`config.mk`:
```
export PLATFORM = sky130hd
export DESIGN_NAME = loss_rtt_bitrate_estimator_core
export DESIGN_NICKNAME = d
export VERILOG_FILES = /design/src/rtl/lrbe_pkg.sv /design/src/rtl/loss_rtt_bitrate_estimator_core.sv /design/src/rtl/lrbe_div.sv /design/src/rtl/lrbe_dp.sv /design/src/rtl/lrbe_ctrl.sv
export SDC_FILE = /design/constraint.sdc
export NUM_CORES = 2
export LEC_CHECK = 0
export BUFFER_PORTS_ARGS = -buffer_cell sky130_fd_sc_hd__buf_2
export CORE_MARGIN = 3
export CORE_UTILIZATION = 57
export DETAILED_ROUTE_END_ITERATION = 6
export MAX_ROUTING_LAYER = met4
export PLACE_DENSITY = 0.76
export SYNTH_ARGS = -nofsm -noshare
export SYNTH_HDL_FRONTEND = slang
export SYNTH_SLANG_ARGS = --single-unit
```
`constraint.sdc`:
```
create_clock -name i_clk -period 8.1 [get_ports i_clk]
set_clock_uncertainty 0.2 [all_clocks]
set_input_delay 1.62 -clock i_clk [delete_from_list [all_inputs] [get_ports i_clk]]
set_output_delay 1.62 -clock i_clk [all_outputs]
set_load 0.01 [all_outputs]
```
`src/rtl/lrbe_pkg.sv`:
```
`timescale 1ns / 1ps
// ----------------------------------------------------------------------------
// lrbe_pkg: shared types and constants for the rate estimator
// Word layouts, request and register codes, controller states, the
// command and status groups between controller and datapath, and the
// fixed thresholds and Q16 multipliers of the report tiers.
// ----------------------------------------------------------------------------
package lrbe_pkg;

    // Field widths
    localparam int RATE_W  = 20;
    localparam int RTT_W   = 16;
    localparam int FRAC_W  = 8;
    localparam int BYTES_W = 16;
    localparam int WIN_W   = 16;
    localparam int MS_W    = 20;
    localparam int CFG_W   = 20;
    localparam int CIDX_W  = 2;
    localparam int Q16_W   = 17;
    localparam int PROD_W  = RATE_W + Q16_W;

    localparam int BYTE_TOTAL_WIDTH_DEF = 32;

    // Register reset values
    localparam logic [RATE_W-1:0] MIN_RATE_RST   = 20'd100;
    localparam logic [RATE_W-1:0] MAX_RATE_RST   = 20'd4000;
    localparam logic [RATE_W-1:0] START_RATE_RST = 20'd1000;
    localparam logic [WIN_W-1:0]  WINDOW_RST     = 16'd1000;
    localparam logic [WIN_W-1:0]  MIN_WINDOW     = 16'd100;

    // Report tier thresholds
    localparam logic [FRAC_W-1:0] FRAC_HEAVY  = 8'd77;
    localparam logic [FRAC_W-1:0] FRAC_MID    = 8'd39;
    localparam logic [FRAC_W-1:0] FRAC_LIGHT  = 8'd13;
    localparam logic [FRAC_W-1:0] FRAC_GOOD   = 8'd5;
    localparam logic [RTT_W-1:0]  RTT_HEAVY   = 16'd800;
    localparam logic [RTT_W-1:0]  RTT_MID     = 16'd500;
    localparam logic [RTT_W-1:0]  RTT_LIGHT   = 16'd300;
    localparam logic [RTT_W-1:0]  RTT_GOOD    = 16'd120;

    // Q16 rate multipliers, truncated
    localparam logic [Q16_W-1:0] MUL_050   = 17'd32768;
    localparam logic [Q16_W-1:0] MUL_070   = 17'd45875;
    localparam logic [Q16_W-1:0] MUL_085   = 17'd55705;
    localparam logic [Q16_W-1:0] MUL_108   = 17'd70778;
    localparam logic [Q16_W-1:0] MUL_UNITY = 17'd65536;

    typedef enum logic [1:0] {
        REQ_TICK   = 2'd0,
        REQ_SENT   = 2'd1,
        REQ_REPORT = 2'd2,
        REQ_QUERY  = 2'd3
    } t_req_type;

    typedef enum logic [CIDX_W-1:0] {
        CFG_MIN_RATE   = 2'd0,
        CFG_MAX_RATE   = 2'd1,
        CFG_START_RATE = 2'd2,
        CFG_WINDOW     = 2'd3
    } t_cfg_idx;

    typedef enum logic [3:0] {
        ST_IDLE,
        ST_DECODE,
        ST_TICK,
        ST_DIV,
        ST_APPLY,
        ST_ADD,
        ST_MUL,
        ST_SCALE,
        ST_OUT
    } t_state;

    typedef struct packed {
        logic [1:0]         req_type;
        logic [BYTES_W-1:0] byte_count;
        logic [FRAC_W-1:0]  fraction_lost;
        logic [RTT_W-1:0]   rtt_ms;
    } t_in_word;

    typedef struct packed {
        logic [RATE_W-1:0] bitrate_kbps;
        logic [RTT_W-1:0]  current_rtt_ms;
        logic [FRAC_W-1:0] current_fraction_lost;
    } t_out_word;

    typedef struct packed {
        logic load_in;
        logic tick;
        logic div_start;
        logic apply;
        logic add;
        logic mul;
        logic scale;
        logic load_out;
    } t_ctrl_cmd;

    typedef struct packed {
        t_req_type req_type;
        logic      refresh_due;
        logic      div_done;
        logic      reload_busy;
    } t_ctrl_stat;

endpackage

```
`src/rtl/loss_rtt_bitrate_estimator_core.sv`:
```
`timescale 1ns / 1ps
// ----------------------------------------------------------------------------
// loss_rtt_bitrate_estimator_core: loss and RTT driven send-rate estimator
// Keeps a kbps estimate from sent bytes per window and receiver reports.
// ----------------------------------------------------------------------------
// Usage:
//   Input channel (i_in_valid / o_in_ready, i_in_word) takes one word per
//   request: tick, packet sent, receiver report or query. Each word yields
//   exactly one result word on the output channel (o_out_valid /
//   i_out_ready, o_out_word) carrying the estimate after that request.
//   Words are handled one at a time. A query with no window refresh goes
//   straight to the output; a tick advances the window time, a packet
//   adds its bytes and a report scales the rate by its loss/RTT tier. A
//   query or packet that finds the window due first runs the bit-serial
//   divider, one quotient bit per cycle over BYTE_TOTAL_WIDTH+3 dividend
//   bits, and applies the measured rate. After a result is loaded the
//   controller returns to idle, where the next word can be taken. The
//   result sits in an output register; a stalled receiver holds it, and
//   the next word is accepted meanwhile, waiting only to hand over its
//   own result. Configuration (i_cfg_valid, index, data) is written while
//   idle; each write reloads the estimate with the clamped start rate, and
//   no input word is taken while the reload is under way. After reset the
//   registers hold their defaults and the start rate is loaded before any input.
// ----------------------------------------------------------------------------
module loss_rtt_bitrate_estimator_core #(
    parameter int BYTE_TOTAL_WIDTH = lrbe_pkg::BYTE_TOTAL_WIDTH_DEF
) (
    input  logic                        i_clk,
    input  logic                        i_rst_n,
    input  logic                        i_in_valid,
    output logic                        o_in_ready,
    input  lrbe_pkg::t_in_word          i_in_word,
    output logic                        o_out_valid,
    input  logic                        i_out_ready,
    output lrbe_pkg::t_out_word         o_out_word,
    input  logic                        i_cfg_valid,
    output logic                        o_cfg_ready,
    input  logic [lrbe_pkg::CIDX_W-1:0] i_cfg_index,
    input  logic [lrbe_pkg::CFG_W-1:0]  i_cfg_data
);

    lrbe_pkg::t_ctrl_cmd  w_cmd;
    lrbe_pkg::t_ctrl_stat w_stat;

    // Configuration writes are always accepted
    assign o_cfg_ready = 1'b1;

    // Sequencer
    lrbe_ctrl u_ctrl (
        .i_clk       (i_clk),
        .i_rst_n     (i_rst_n),
        .i_in_valid  (i_in_valid),
        .o_in_ready  (o_in_ready),
        .o_out_valid (o_out_valid),
        .i_out_ready (i_out_ready),
        .i_stat      (w_stat),
        .o_cmd       (w_cmd)
    );

    // Datapath
    lrbe_dp #(
        .BYTE_TOTAL_WIDTH (BYTE_TOTAL_WIDTH)
    ) u_dp (
        .i_clk       (i_clk),
        .i_rst_n     (i_rst_n),
        .i_in_word   (i_in_word),
        .i_cfg_valid (i_cfg_valid),
        .i_cfg_index (i_cfg_index),
        .i_cfg_data  (i_cfg_data),
        .i_cmd       (w_cmd),
        .o_stat      (w_stat),
        .o_out_word  (o_out_word)
    );

endmodule

```
`src/rtl/lrbe_div.sv`:
```
`timescale 1ns / 1ps
// ----------------------------------------------------------------------------
// lrbe_div: bit-serial restoring divider
// Unsigned DW-bit dividend over a 20-bit nonzero divisor, one quotient
// bit per cycle; pulses o_done when the quotient is ready.
// ----------------------------------------------------------------------------
module lrbe_div #(
    parameter int DW = lrbe_pkg::BYTE_TOTAL_WIDTH_DEF + 3
) (
    input  logic                      i_clk,
    input  logic                      i_rst_n,
    input  logic                      i_start,
    input  logic [DW-1:0]             i_dividend,
    input  logic [lrbe_pkg::MS_W-1:0] i_divisor,
    output logic                      o_done,
    output logic [DW-1:0]             o_quotient
);

    localparam int CW = $clog2(DW);
    localparam int MW = lrbe_pkg::MS_W;

    logic [DW-1:0] r_q;
    logic [MW-1:0] r_rem;
    logic [MW-1:0] r_dvsr;
    logic [CW-1:0] r_cnt;
    logic          r_busy;
    logic          r_done;

    logic [MW:0]   w_trial;
    logic [MW:0]   w_diff;
    logic          w_fit;

    // Trial subtract of the shifted remainder
    assign w_trial = {r_rem, r_q[DW-1]};
    assign w_fit   = w_trial >= {1'b0, r_dvsr};
    assign w_diff  = w_trial - {1'b0, r_dvsr};

    // Step control
    always_ff @(posedge i_clk) begin
        if (!i_rst_n) begin
            r_busy <= 1'b0;
            r_done <= 1'b0;
            r_cnt  <= '0;
        end else begin
            r_done <= 1'b0;
            if (i_start) begin
                r_busy <= 1'b1;
                r_cnt  <= CW'(DW - 1);
            end else if (r_busy) begin
                r_cnt <= r_cnt - 1'b1;
                if (r_cnt == '0) begin
                    r_busy <= 1'b0;
                    r_done <= 1'b1;
                end
            end
        end
    end

    // Shift quotient bits in, keep the partial remainder
    always_ff @(posedge i_clk) begin
        if (i_start) begin
            r_q    <= i_dividend;
            r_rem  <= '0;
            r_dvsr <= i_divisor;
        end else if (r_busy) begin
            r_q   <= {r_q[DW-2:0], w_fit};
            r_rem <= w_fit ? w_diff[MW-1:0] : w_trial[MW-1:0];
        end
    end

    assign o_done     = r_done;
    assign o_quotient = r_q;

endmodule

```
`src/rtl/lrbe_dp.sv`:
```
`timescale 1ns / 1ps
// ----------------------------------------------------------------------------
// lrbe_dp: estimator datapath
// Configuration registers, rate and window state, the report multiplier,
// the throughput divider and the result register, all stepped by
// commands from the controller.
// ----------------------------------------------------------------------------
module lrbe_dp #(
    parameter int BYTE_TOTAL_WIDTH = lrbe_pkg::BYTE_TOTAL_WIDTH_DEF
) (
    input  logic                        i_clk,
    input  logic                        i_rst_n,
    input  lrbe_pkg::t_in_word          i_in_word,
    input  logic                        i_cfg_valid,
    input  logic [lrbe_pkg::CIDX_W-1:0] i_cfg_index,
    input  logic [lrbe_pkg::CFG_W-1:0]  i_cfg_data,
    input  lrbe_pkg::t_ctrl_cmd         i_cmd,
    output lrbe_pkg::t_ctrl_stat        o_stat,
    output lrbe_pkg::t_out_word         o_out_word
);

    localparam int BW = BYTE_TOTAL_WIDTH;
    localparam int DW = BW + 3;
    localparam int RW = lrbe_pkg::RATE_W;
    localparam int PW = lrbe_pkg::PROD_W;

    // Configuration and state
    logic [RW-1:0]                r_min;
    logic [RW-1:0]                r_max;
    logic [RW-1:0]                r_start;
    logic [lrbe_pkg::WIN_W-1:0]   r_win;
    logic                         r_reload;
    logic [RW-1:0]                r_rate;
    logic [BW-1:0]                r_bytes;
    logic [lrbe_pkg::MS_W-1:0]    r_ms;
    logic [lrbe_pkg::RTT_W-1:0]   r_rtt;
    logic [lrbe_pkg::FRAC_W-1:0]  r_frac;
    lrbe_pkg::t_in_word           r_in;
    logic [PW-1:0]                r_prod;
    lrbe_pkg::t_out_word          r_out;

    logic [RW-1:0]                w_eff_min;
    logic [RW-1:0]                w_eff_max;
    logic [lrbe_pkg::WIN_W-1:0]   w_eff_win;
    logic [RW-1:0]                w_start_clamped;
    logic [DW-1:0]                w_quot;
    logic                         w_div_done;
    logic [RW-1:0]                w_quot_clamped;
    logic [RW:0]                  w_scaled;
    logic [RW-1:0]                w_scaled_clamped;
    logic [lrbe_pkg::Q16_W-1:0]   w_mul;
    logic [BW:0]                  w_sum;

    // Normalize the configuration
    assign w_eff_min = (r_min == '0) ? RW'(1) : r_min;
    assign w_eff_max = (r_max < w_eff_min) ? w_eff_min : r_max;
    assign w_eff_win = (r_win < lrbe_pkg::MIN_WINDOW) ? lrbe_pkg::MIN_WINDOW : r_win;

    assign w_start_clamped = (r_start > w_eff_max) ? w_eff_max :
                             (r_start < w_eff_min) ? w_eff_min : r_start;

    // Throughput divider: bytes * 8 over elapsed ms
    lrbe_div #(
        .DW (DW)
    ) u_div (
        .i_clk      (i_clk),
        .i_rst_n    (i_rst_n),
        .i_start    (i_cmd.div_start),
        .i_dividend ({r_bytes, 3'b000}),
        .i_divisor  (r_ms),
        .o_done     (w_div_done),
        .o_quotient (w_quot)
    );

    assign w_quot_clamped = (w_quot > DW'(w_eff_max)) ? w_eff_max :
                            (w_quot < DW'(w_eff_min)) ? w_eff_min : w_quot[RW-1:0];

    // Pick the report tier multiplier
    always_comb begin
        if (r_in.fraction_lost >= lrbe_pkg::FRAC_HEAVY || r_in.rtt_ms > lrbe_pkg::RTT_HEAVY) begin
            w_mul = lrbe_pkg::MUL_050;
        end else if (r_in.fraction_lost >= lrbe_pkg::FRAC_MID
                     || r_in.rtt_ms > lrbe_pkg::RTT_MID) begin
            w_mul = lrbe_pkg::MUL_070;
        end else if (r_in.fraction_lost >= lrbe_pkg::FRAC_LIGHT
                     || r_in.rtt_ms > lrbe_pkg::RTT_LIGHT) begin
            w_mul = lrbe_pkg::MUL_085;
        end else if (r_in.fraction_lost <= lrbe_pkg::FRAC_GOOD
                     && r_in.rtt_ms < lrbe_pkg::RTT_GOOD) begin
            w_mul = lrbe_pkg::MUL_108;
        end else begin
            w_mul = lrbe_pkg::MUL_UNITY;
        end
    end

    assign w_scaled         = r_prod[PW-1:16];
    assign w_scaled_clamped = (w_scaled > {1'b0, w_eff_max}) ? w_eff_max :
                              (w_scaled < {1'b0, w_eff_min}) ? w_eff_min : w_scaled[RW-1:0];

    // Saturating byte accumulate
    assign w_sum = {1'b0, r_bytes} + (BW + 1)'(r_in.byte_count);

    // Configuration registers; any write reloads the rate
    always_ff @(posedge i_clk) begin
        if (!i_rst_n) begin
            r_min    <= lrbe_pkg::MIN_RATE_RST;
            r_max    <= lrbe_pkg::MAX_RATE_RST;
            r_start  <= lrbe_pkg::START_RATE_RST;
            r_win    <= lrbe_pkg::WINDOW_RST;
            r_reload <= 1'b1;
        end else begin
            r_reload <= 1'b0;
            if (i_cfg_valid) begin
                r_reload <= 1'b1;
                unique case (lrbe_pkg::t_cfg_idx'(i_cfg_index))
                    lrbe_pkg::CFG_MIN_RATE:   r_min   <= i_cfg_data;
                    lrbe_pkg::CFG_MAX_RATE:   r_max   <= i_cfg_data;
                    lrbe_pkg::CFG_START_RATE: r_start <= i_cfg_data;
                    lrbe_pkg::CFG_WINDOW:     r_win   <= i_cfg_data[lrbe_pkg::WIN_W-1:0];
                endcase
            end
        end
    end

    // Rate estimate
    always_ff @(posedge i_clk) begin
        if (r_reload) begin
            r_rate <= w_start_clamped;
        end else if (i_cmd.apply && w_quot != '0) begin
            r_rate <= w_quot_clamped;
        end else if (i_cmd.scale) begin
            r_rate <= w_scaled_clamped;
        end
    end

    // Window and report state
    always_ff @(posedge i_clk) begin
        if (!i_rst_n) begin
            r_bytes <= '0;
            r_ms    <= '0;
            r_rtt   <= '0;
            r_frac  <= '0;
        end else begin
            if (i_cmd.tick && r_ms != '1) begin
                r_ms <= r_ms + 1'b1;
            end
            if (i_cmd.apply) begin
                r_ms    <= '0;
                r_bytes <= '0;
            end
            if (i_cmd.add) begin
                r_bytes <= w_sum[BW] ? '1 : w_sum[BW-1:0];
            end
            if (i_cmd.mul) begin
                r_rtt  <= r_in.rtt_ms;
                r_frac <= r_in.fraction_lost;
            end
        end
    end

    // Capture input word, product and result word
    always_ff @(posedge i_clk) begin
        if (i_cmd.load_in) begin
            r_in <= i_in_word;
        end
        if (i_cmd.mul) begin
            r_prod <= PW'(r_rate) * PW'(w_mul);
        end
        if (i_cmd.load_out) begin
            r_out.bitrate_kbps          <= r_rate;
            r_out.current_rtt_ms        <= r_rtt;
            r_out.current_fraction_lost <= r_frac;
        end
    end

    // Status to the controller
    assign o_stat.req_type    = lrbe_pkg::t_req_type'(r_in.req_type);
    assign o_stat.refresh_due = r_ms >= lrbe_pkg::MS_W'(w_eff_win);
    assign o_stat.div_done    = w_div_done;
    assign o_stat.reload_busy = r_reload;

    assign o_out_word = r_out;

endmodule

```
`src/rtl/lrbe_ctrl.sv`:
```
`timescale 1ns / 1ps
// ----------------------------------------------------------------------------
// lrbe_ctrl: estimator sequencer
// Takes one input word at a time, walks the datapath through the steps
// of its request kind and hands the result to the output register.
// ----------------------------------------------------------------------------
module lrbe_ctrl (
    input  logic                 i_clk,
    input  logic                 i_rst_n,
    input  logic                 i_in_valid,
    output logic                 o_in_ready,
    output logic                 o_out_valid,
    input  logic                 i_out_ready,
    input  lrbe_pkg::t_ctrl_stat i_stat,
    output lrbe_pkg::t_ctrl_cmd  o_cmd
);

    lrbe_pkg::t_state r_state;
    lrbe_pkg::t_state n_state;
    logic             r_out_valid;

    // State register and result valid
    always_ff @(posedge i_clk) begin
        if (!i_rst_n) begin
            r_state     <= lrbe_pkg::ST_IDLE;
            r_out_valid <= 1'b0;
        end else begin
            r_state <= n_state;
            if (o_cmd.load_out) begin
                r_out_valid <= 1'b1;
            end else if (i_out_ready) begin
                r_out_valid <= 1'b0;
            end
        end
    end

    // Next state and commands
    always_comb begin
        n_state    = r_state;
        o_cmd      = '0;
        o_in_ready = (r_state == lrbe_pkg::ST_IDLE) && !i_stat.reload_busy;
        unique case (r_state)
            lrbe_pkg::ST_IDLE: begin
                if (i_in_valid && o_in_ready) begin
                    o_cmd.load_in = 1'b1;
                    n_state       = lrbe_pkg::ST_DECODE;
                end
            end
            lrbe_pkg::ST_DECODE: begin
                unique case (i_stat.req_type) inside
                    lrbe_pkg::REQ_TICK:   n_state = lrbe_pkg::ST_TICK;
                    lrbe_pkg::REQ_REPORT: n_state = lrbe_pkg::ST_MUL;
                    lrbe_pkg::REQ_SENT, lrbe_pkg::REQ_QUERY: begin
                        if (i_stat.refresh_due) begin
                            o_cmd.div_start = 1'b1;
                            n_state         = lrbe_pkg::ST_DIV;
                        end else if (i_stat.req_type == lrbe_pkg::REQ_SENT) begin
                            n_state = lrbe_pkg::ST_ADD;
                        end else begin
                            n_state = lrbe_pkg::ST_OUT;
                        end
                    end
                endcase
            end
            lrbe_pkg::ST_TICK: begin
                o_cmd.tick = 1'b1;
                n_state    = lrbe_pkg::ST_OUT;
            end
            lrbe_pkg::ST_DIV: begin
                if (i_stat.div_done) begin
                    n_state = lrbe_pkg::ST_APPLY;
                end
            end
            lrbe_pkg::ST_APPLY: begin
                o_cmd.apply = 1'b1;
                n_state     = (i_stat.req_type == lrbe_pkg::REQ_SENT) ?
                              lrbe_pkg::ST_ADD : lrbe_pkg::ST_OUT;
            end
            lrbe_pkg::ST_ADD: begin
                o_cmd.add = 1'b1;
                n_state   = lrbe_pkg::ST_OUT;
            end
            lrbe_pkg::ST_MUL: begin
                o_cmd.mul = 1'b1;
                n_state   = lrbe_pkg::ST_SCALE;
            end
            lrbe_pkg::ST_SCALE: begin
                o_cmd.scale = 1'b1;
                n_state     = lrbe_pkg::ST_OUT;
            end
            lrbe_pkg::ST_OUT: begin
                // hold until the output register is free
                if (!r_out_valid || i_out_ready) begin
                    o_cmd.load_out = 1'b1;
                    n_state        = lrbe_pkg::ST_IDLE;
                end
            end
            default: n_state = lrbe_pkg::ST_IDLE;
        endcase
    end

    assign o_out_valid = r_out_valid;

endmodule

```
---- Word level (Yosys, flattened, before mapping) ----
Index checks and enable logic that the tools add are counted.
Widths: inputs -> output; s select.
cells by class
  add/sub/neg operators ................... 4
  $mul .................................... 1
  divide/modulo/power cells ............... 0
  magnitude comparators ................... 18
  equality and inequality tests ........... 18
  shift-type cells ........................ 0
  muxes and demuxes ....................... 50
  bitwise gates (word level) .............. 2
  reduce and logical (&&, ||, !) cells .... 31
operator list
  kind                   count
  $mux 20                12
  $mux 32                3
  $mux 35                2
  $mux 17                3
  $lt 20x20->1           2
  $mul 20x17->37         1
  $gt 35x20->1           1
  $lt 35x20->1           1
  $reduce_bool 35->1     1
  $add 32x16->33         1
  $gt 16x9->1 const B    2
  $lt 16x7->1 const B    2
  $pmux 4 s7             1
  $ge 21x20->1           1
  $gt 21x20->1           1
  $lt 21x20->1           1
  $add 20x1->20 const B  1
  $ge 20x16->1           1
  $gt 20x20->1           1
  $logic_not 20->1       1
  $mux 4                 5
  $ne 20x20->1 const B   1
  $sub 20x20->20         1
  $mux 1                 19
  other kinds (31)       59
storage, ports and cells
  register bits after elaboration ......... 384
  latch bits .............................. 0
  RAM bits ................................ 0
  memory bits (read-only) ................. 0
  input bits .............................. 69
  output and inout bits ................... 47
  logic and storage cells ................. 152
  memories kept ........................... 0

---- Longest topological paths before layout ----
  depth in word-level cells ............... 9
  depth in mapped cells ................... 32
  depth with buffers taken out ............ 30

---- By module ----
Synthesis repeated with hierarchy kept, for this count alone.
unflattened totals
  cell total of the unflattened synthesis .. 3201
  area, all modules ....................... 30481.7 sq um
by module, submodules not included
  module                           instances  cells each  area each (sq um)  sequential area each (sq um)
  lrbe_dp                          1          2721        25518.2            6876.6
  lrbe_div                         1          422         4543.1             2212.1
  lrbe_ctrl                        1          56          409.1              100.1
  loss_rtt_bitrate_estimator_core  1          2           11.3               0.0

---- Worst setup path after synthesis ----
No wires, ideal clock.
  kind .................................... register to register
  start point ............................. register u_dp.r_in[15] in the netlist's numbering
  end point ............................... register u_dp.r_prod[36] (data pin)
  library setup time ...................... 0.260 ns
  arrival ................................. 7.487 ns
  data required time ...................... 7.640 ns
  path slack .............................. 0.153 ns
  cell stages (with the launch flop) ...... 31
  path buffers ............................ 2
  period minus slack after synthesis ...... 7.947 ns
  cells stage by stage .................... edfxtp_1 > nor4_2 > nand3_2 > nor3_1 > nor2b_1 > or2_2 > clkbuf_1 > clkbuf_1 > and2_1 > ha_1 > inv_1 > fa_1 > fa_1 > inv_1 > fa_1 > fa_1 > inv_1 > fa_1 > inv_1 > ha_1 > o21a_1 > o21ai_0 > nor4_1 > o2111ai_1 > a211o_1 > a211oi_2 > and3b_1 > o31ai_4 > nor4_1 > nor3_2 > xnor2_1
between the ends
  word-level cells in the longest chain between the ends .. 7
  elaborated cells between the ends (all ways) .. 13
  classes of those cells .................. mul: 1; order compare: 4; mux: 4; reduce/logical: 4
ends and longest elaborated chain
  element                   line            text
  start: declaration        lrbe_dp.sv:38   lrbe_pkg::t_in_word r_in;
  start signal: assignment  lrbe_dp.sv:164  r_in <= i_in_word;
  $lt 16x7->1               lrbe_dp.sv:89   && r_in.rtt_ms < lrbe_pkg::RTT_GOOD) begin
  $logic_and 1x1->1         lrbe_dp.sv:89
  $mux 13                   lrbe_dp.sv:88   end else if (r_in.fraction_lost <= lrbe_pkg::FRAC_GOOD
  $mux 17                   lrbe_dp.sv:85   end else if (r_in.fraction_lost >= lrbe_pkg::FRAC_LIGHT
  $mux 17                   lrbe_dp.sv:82   end else if (r_in.fraction_lost >= lrbe_pkg::FRAC_MID
  $mux 17 *                 lrbe_dp.sv:80   if (r_in.fraction_lost >= lrbe_pkg::FRAC_HEAVY || r_in.rtt_ms > lrbe_pkg::RTT_HEAVY) begin
  $mul 20x17->37 *          lrbe_dp.sv:167  r_prod <= PW'(r_rate) * PW'(w_mul);
  end signal: assignment    lrbe_dp.sv:167
  end: declaration          lrbe_dp.sv:39   logic [PW-1:0] r_prod;
Mark *: on every way between the ends. The rest lies on a longest branch, timed or not.
A chain may end at the register's enable or synchronous reset.

---- Worst setup path after layout ----
Ends and elaborated chain as after synthesis.

==> flow_summary.json <==
{
  "result_of_the_run": "complete, no violations",
  "synthesized_area_divided_by_synthesized_cell_count_um2": 9.45,
  "remaining_drc_errors": 0,
  "area_growth_syn_to_layout_pct": 12.3,
  "worstMarginPinSlew_ns": 1.18,
  "cts_buffers": 41,
  "timing.final.crit_share": 0.998,
  "place_worst_setup_slack_ns": -0.269,
  "number_of_synthesis_warnings": 0,
  "total_area_of_multi_input_combinational_cells_um2": 19300,
  "tritoncts": "built",
  "total_wirelength_of_the_detailed_routed_design_mm": 85.9,
  "power_density_nw_per_um2": 146,
  "path_common_cell": "fa_1",
  "setup_viol_count_final": 0,
  "ys_dominant_reg_cell": "dfxtp_1",
  "holdCritPathClass": "register to register",
  "cts_num_sinks": 368,
  "share_of_yosys_cell_area_claimed_by_the_top_area_cell_type": 0.177,
  "number_of_nets_in_the_synthesized_netlist": 3852,
  "timing.critical_path.arrival_ns": 8.21,
  "cts_stage_hold_buffer_count": 0,
  "critPathCaptureType": "register",
  "grt_pass1_wl_mm": 136,
  "fin_crit_ns": 8.08,
  "max-vdd-ir-drop_mv": 0.206,
  "detail-route-antenna-nets": 0,
  "relSlewSlack": 0.211,
  "max_cap_viol_count": 0,
  "fraction_of_synthesis_flops_using_an_asynchronous_set_or_reset_pin": 0,
  "die_w_um": 237,
  "clk_path_buf_depth": 3,
  "crit_path_kind": "register to register",
  "worst-endpoint-required_ns": 8.23,
  "maximum_number_of_pins_on_one_net_before_global_route_repair": 88,
  "syn-cell-area_um2": 30400,
  "final_critical_path_setup_slack_ns": 0.0177,
  "detailedRoute.firstIterationViolations": 2076,
  "drt_first_pass_iters": 6,
  "max_freq_mhz": 124,
  "die_footprint_um2": 56100,
  "num_rows": 84,
  "placement.cell_area_um2": 32300,
  "hold_viol_final": 0,
  "slowest_stage_delay_on_critical_path_ns": 0.54,
  "global_route.usage.total": 0.314,
  "synth_seq_area_share": 0.301,
  "setup_tns_ns": 0,
  "route.vias.total": 24300,
  "htree_levels": 2,
  "layout-drive-gt1-share": 0.126,
  "io_pins": 116,
  "register_area_um2": 9160,
  "insertion_delay_ns": 0.60,
  "number_of_enable_type_register_cells_in_the_synthesized_netlist": 179,
  "final_cells": 4111,
  "initial_core_util": 0.577,
  "grt_pass1_vias": 24700,
  "fp.dieH_um": 237,
  "final_area_um2": 34100,
  "grt_antenna_before_repair": 0,
  "grt_setup_unrepaired": "true",
  "final_max_slew_viol_count": 0,
  "power_leakage_uw": 0.0161,
  "number_of_buffers_inserted_by_port_buffering": 114,
  "largest_area_contributor_in_the_netlist": "edfxtp_1",
  "max_fanout_on_critical_path": 6,
  "routed_via_density": 5.91,
  "timing.critical_path.slowest_stage_cell": "fa_1",
  "netlist_top_cells_area": "edfxtp_1, fa_1, ha_1",
  "clk_pin_slew_ns": 0.06,
  "critPathLaunchType": "register",
  "layout.nets": 4023,
  "core_area_um2": 52700,
  "synthesis.instances": 3218,
  "grt.overflow.total": 0,
  "cts.root.buffer_cell": "clkbuf_16",
  "routabilityCongestion": 1.00,
  "synth_seq_cells": 368,
  "drt-wirelength-per-cell_um": 20.9,
  "place_hpwl_mm": 67.3,
  "post-place-cells": 4022,
  "post_synth_num_cell_types": 80,
  "fillerInstances": 4201
}
==> layout make-up <==
type,instances,share of cell area
inverters,485,0.0533
multi-input cells,2248,0.566
flip-flops and latches,368,0.268
diodes,1,0.0000733
well taps,688,0.0252
repair buffers,245,0.0466
clock buffers,60,0.0343
clock inverters,16,0.00583
==> per-stage QoR <==
stage / hold slack, ns / total power (uW) / utilization
2_1_floorplan: 0.208 / 2750 / -
3_3_place_gp: 0.212 / 3040 / 0.614
3_5_place_dp: 0.216 / 3070 / 0.614
4_1_cts: 0.230 / 4980 / 0.641
5_1_grt: 0.244 / 5190 / 0.648
6_report: 0.226 / 4970 / 0.648
==> power breakdown <==
group          internal, uW  switching (uW)
Combinational           368             513
Sequential             2040             145
Clock                  1110             802
Total                  3510            1460
==> flip-flops by register name, summed over array words and instances (netlist names), 4 cells and up <==
register / flops
u_dp.r_ms: 20
u_dp.r_start: 20
u_dp.r_min: 20
u_dp.r_rate: 20
u_dp.r_bytes: 32
u_dp.o_out_word: 44
u_dp.u_div.o_quotient: 35
u_dp.r_win: 16
u_dp.r_prod: 21
u_ctrl.r_state: 4
u_dp.r_in: 40
u_dp.r_rtt: 16
u_dp.u_div.r_dvsr: 20
u_dp.r_frac: 8
u_dp.u_div.r_rem: 20
u_dp.u_div.r_cnt: 6
u_dp.r_max: 20
==> synth_stat cells (58+ instances only) <==
library cell / count
inv_1: 483
dfxtp_1: 189
nand2_1: 409
nand3_1: 78
o21ai_0: 82
clkbuf_1: 105
nor2_1: 112
a21o_1: 85
edfxtp_1: 179
fa_1: 249
nor3_1: 58
and2_1: 92
ha_1: 316
a21boi_0: 111
a21oi_1: 76
==> layout by cell type, fill, tap and decap left out, types with 81 or more instances in the layout <==
| cell | count |
|---|---|
| inv_1 | 472 |
| nand2_1 | 405 |
| ha_1 | 306 |
| fa_1 | 245 |
| dfxtp_1 | 188 |
| edfxtp_1 | 179 |
| buf_4 | 122 |
| buf_2 | 114 |
| a21boi_0 | 110 |
| nor2_1 | 106 |
| a21o_1 | 85 |
| and2_1 | 81 |
==> critical path: cells and delay by family (launching register included) <==
family                   cells  cell delay, ns
XOR/XNOR                     1            0.08
AND/OR/NAND/NOR              9            1.81
AO/OA/AOI/OAI                7            1.57
adder cells (fa/ha/maj)      7            3.27
buffers and inverters        6            0.50
flip-flops                   1            0.39
==> final timing paths <==
path              depth (start not counted)  slack (ns)      startpoint                 end
setup / recovery                         30        0.02   u_dp.r_in[15]     u_dp.r_prod[36]
hold / removal                            0        0.23  u_dp.r_frac[7]  u_dp.o_out_word[7]
setup reg to reg                         30        0.02   u_dp.r_in[15]     u_dp.r_prod[36]
hold reg to reg                           0        0.23  u_dp.r_frac[7]  u_dp.o_out_word[7]
==> metal layers <==
layer | share of wire | global-route usage
met2 | 0.47 | 0.494
met3 | 0.075 | 0.0546
met5 | 0 | -
met4 | 0.039 | 0.113
met1 | 0.41 | 0.411
==> logic make-up (layout without fill, tap and decap cells) <==
| family | after synthesis | count (layout) | share of synthesized area |
|---|---|---|---|
| simple gates | 997 | 997 | 0.161 |
| buf+inv | 602 | 806 | 0.0748 |
| fa+ha+maj | 565 | 565 | 0.294 |
| compound gates | 564 | 564 | 0.130 |
| flops | 368 | 368 | 0.301 |
| mux | 65 | 65 | 0.0222 |
| xor+xnor | 56 | 56 | 0.0161 |
| other cells | 1 | 2 | 0.000123 |
==> what timing repair did <==
action | CTS | global route
endpoints found under the hold margin | 0 | 0
pin swaps | 14 | 56
resized for setup | 18 | 70
setup buffers | 1 | 14
setup endpoints to repair | 8 | 16
Power figures use the tool's default switching activity.
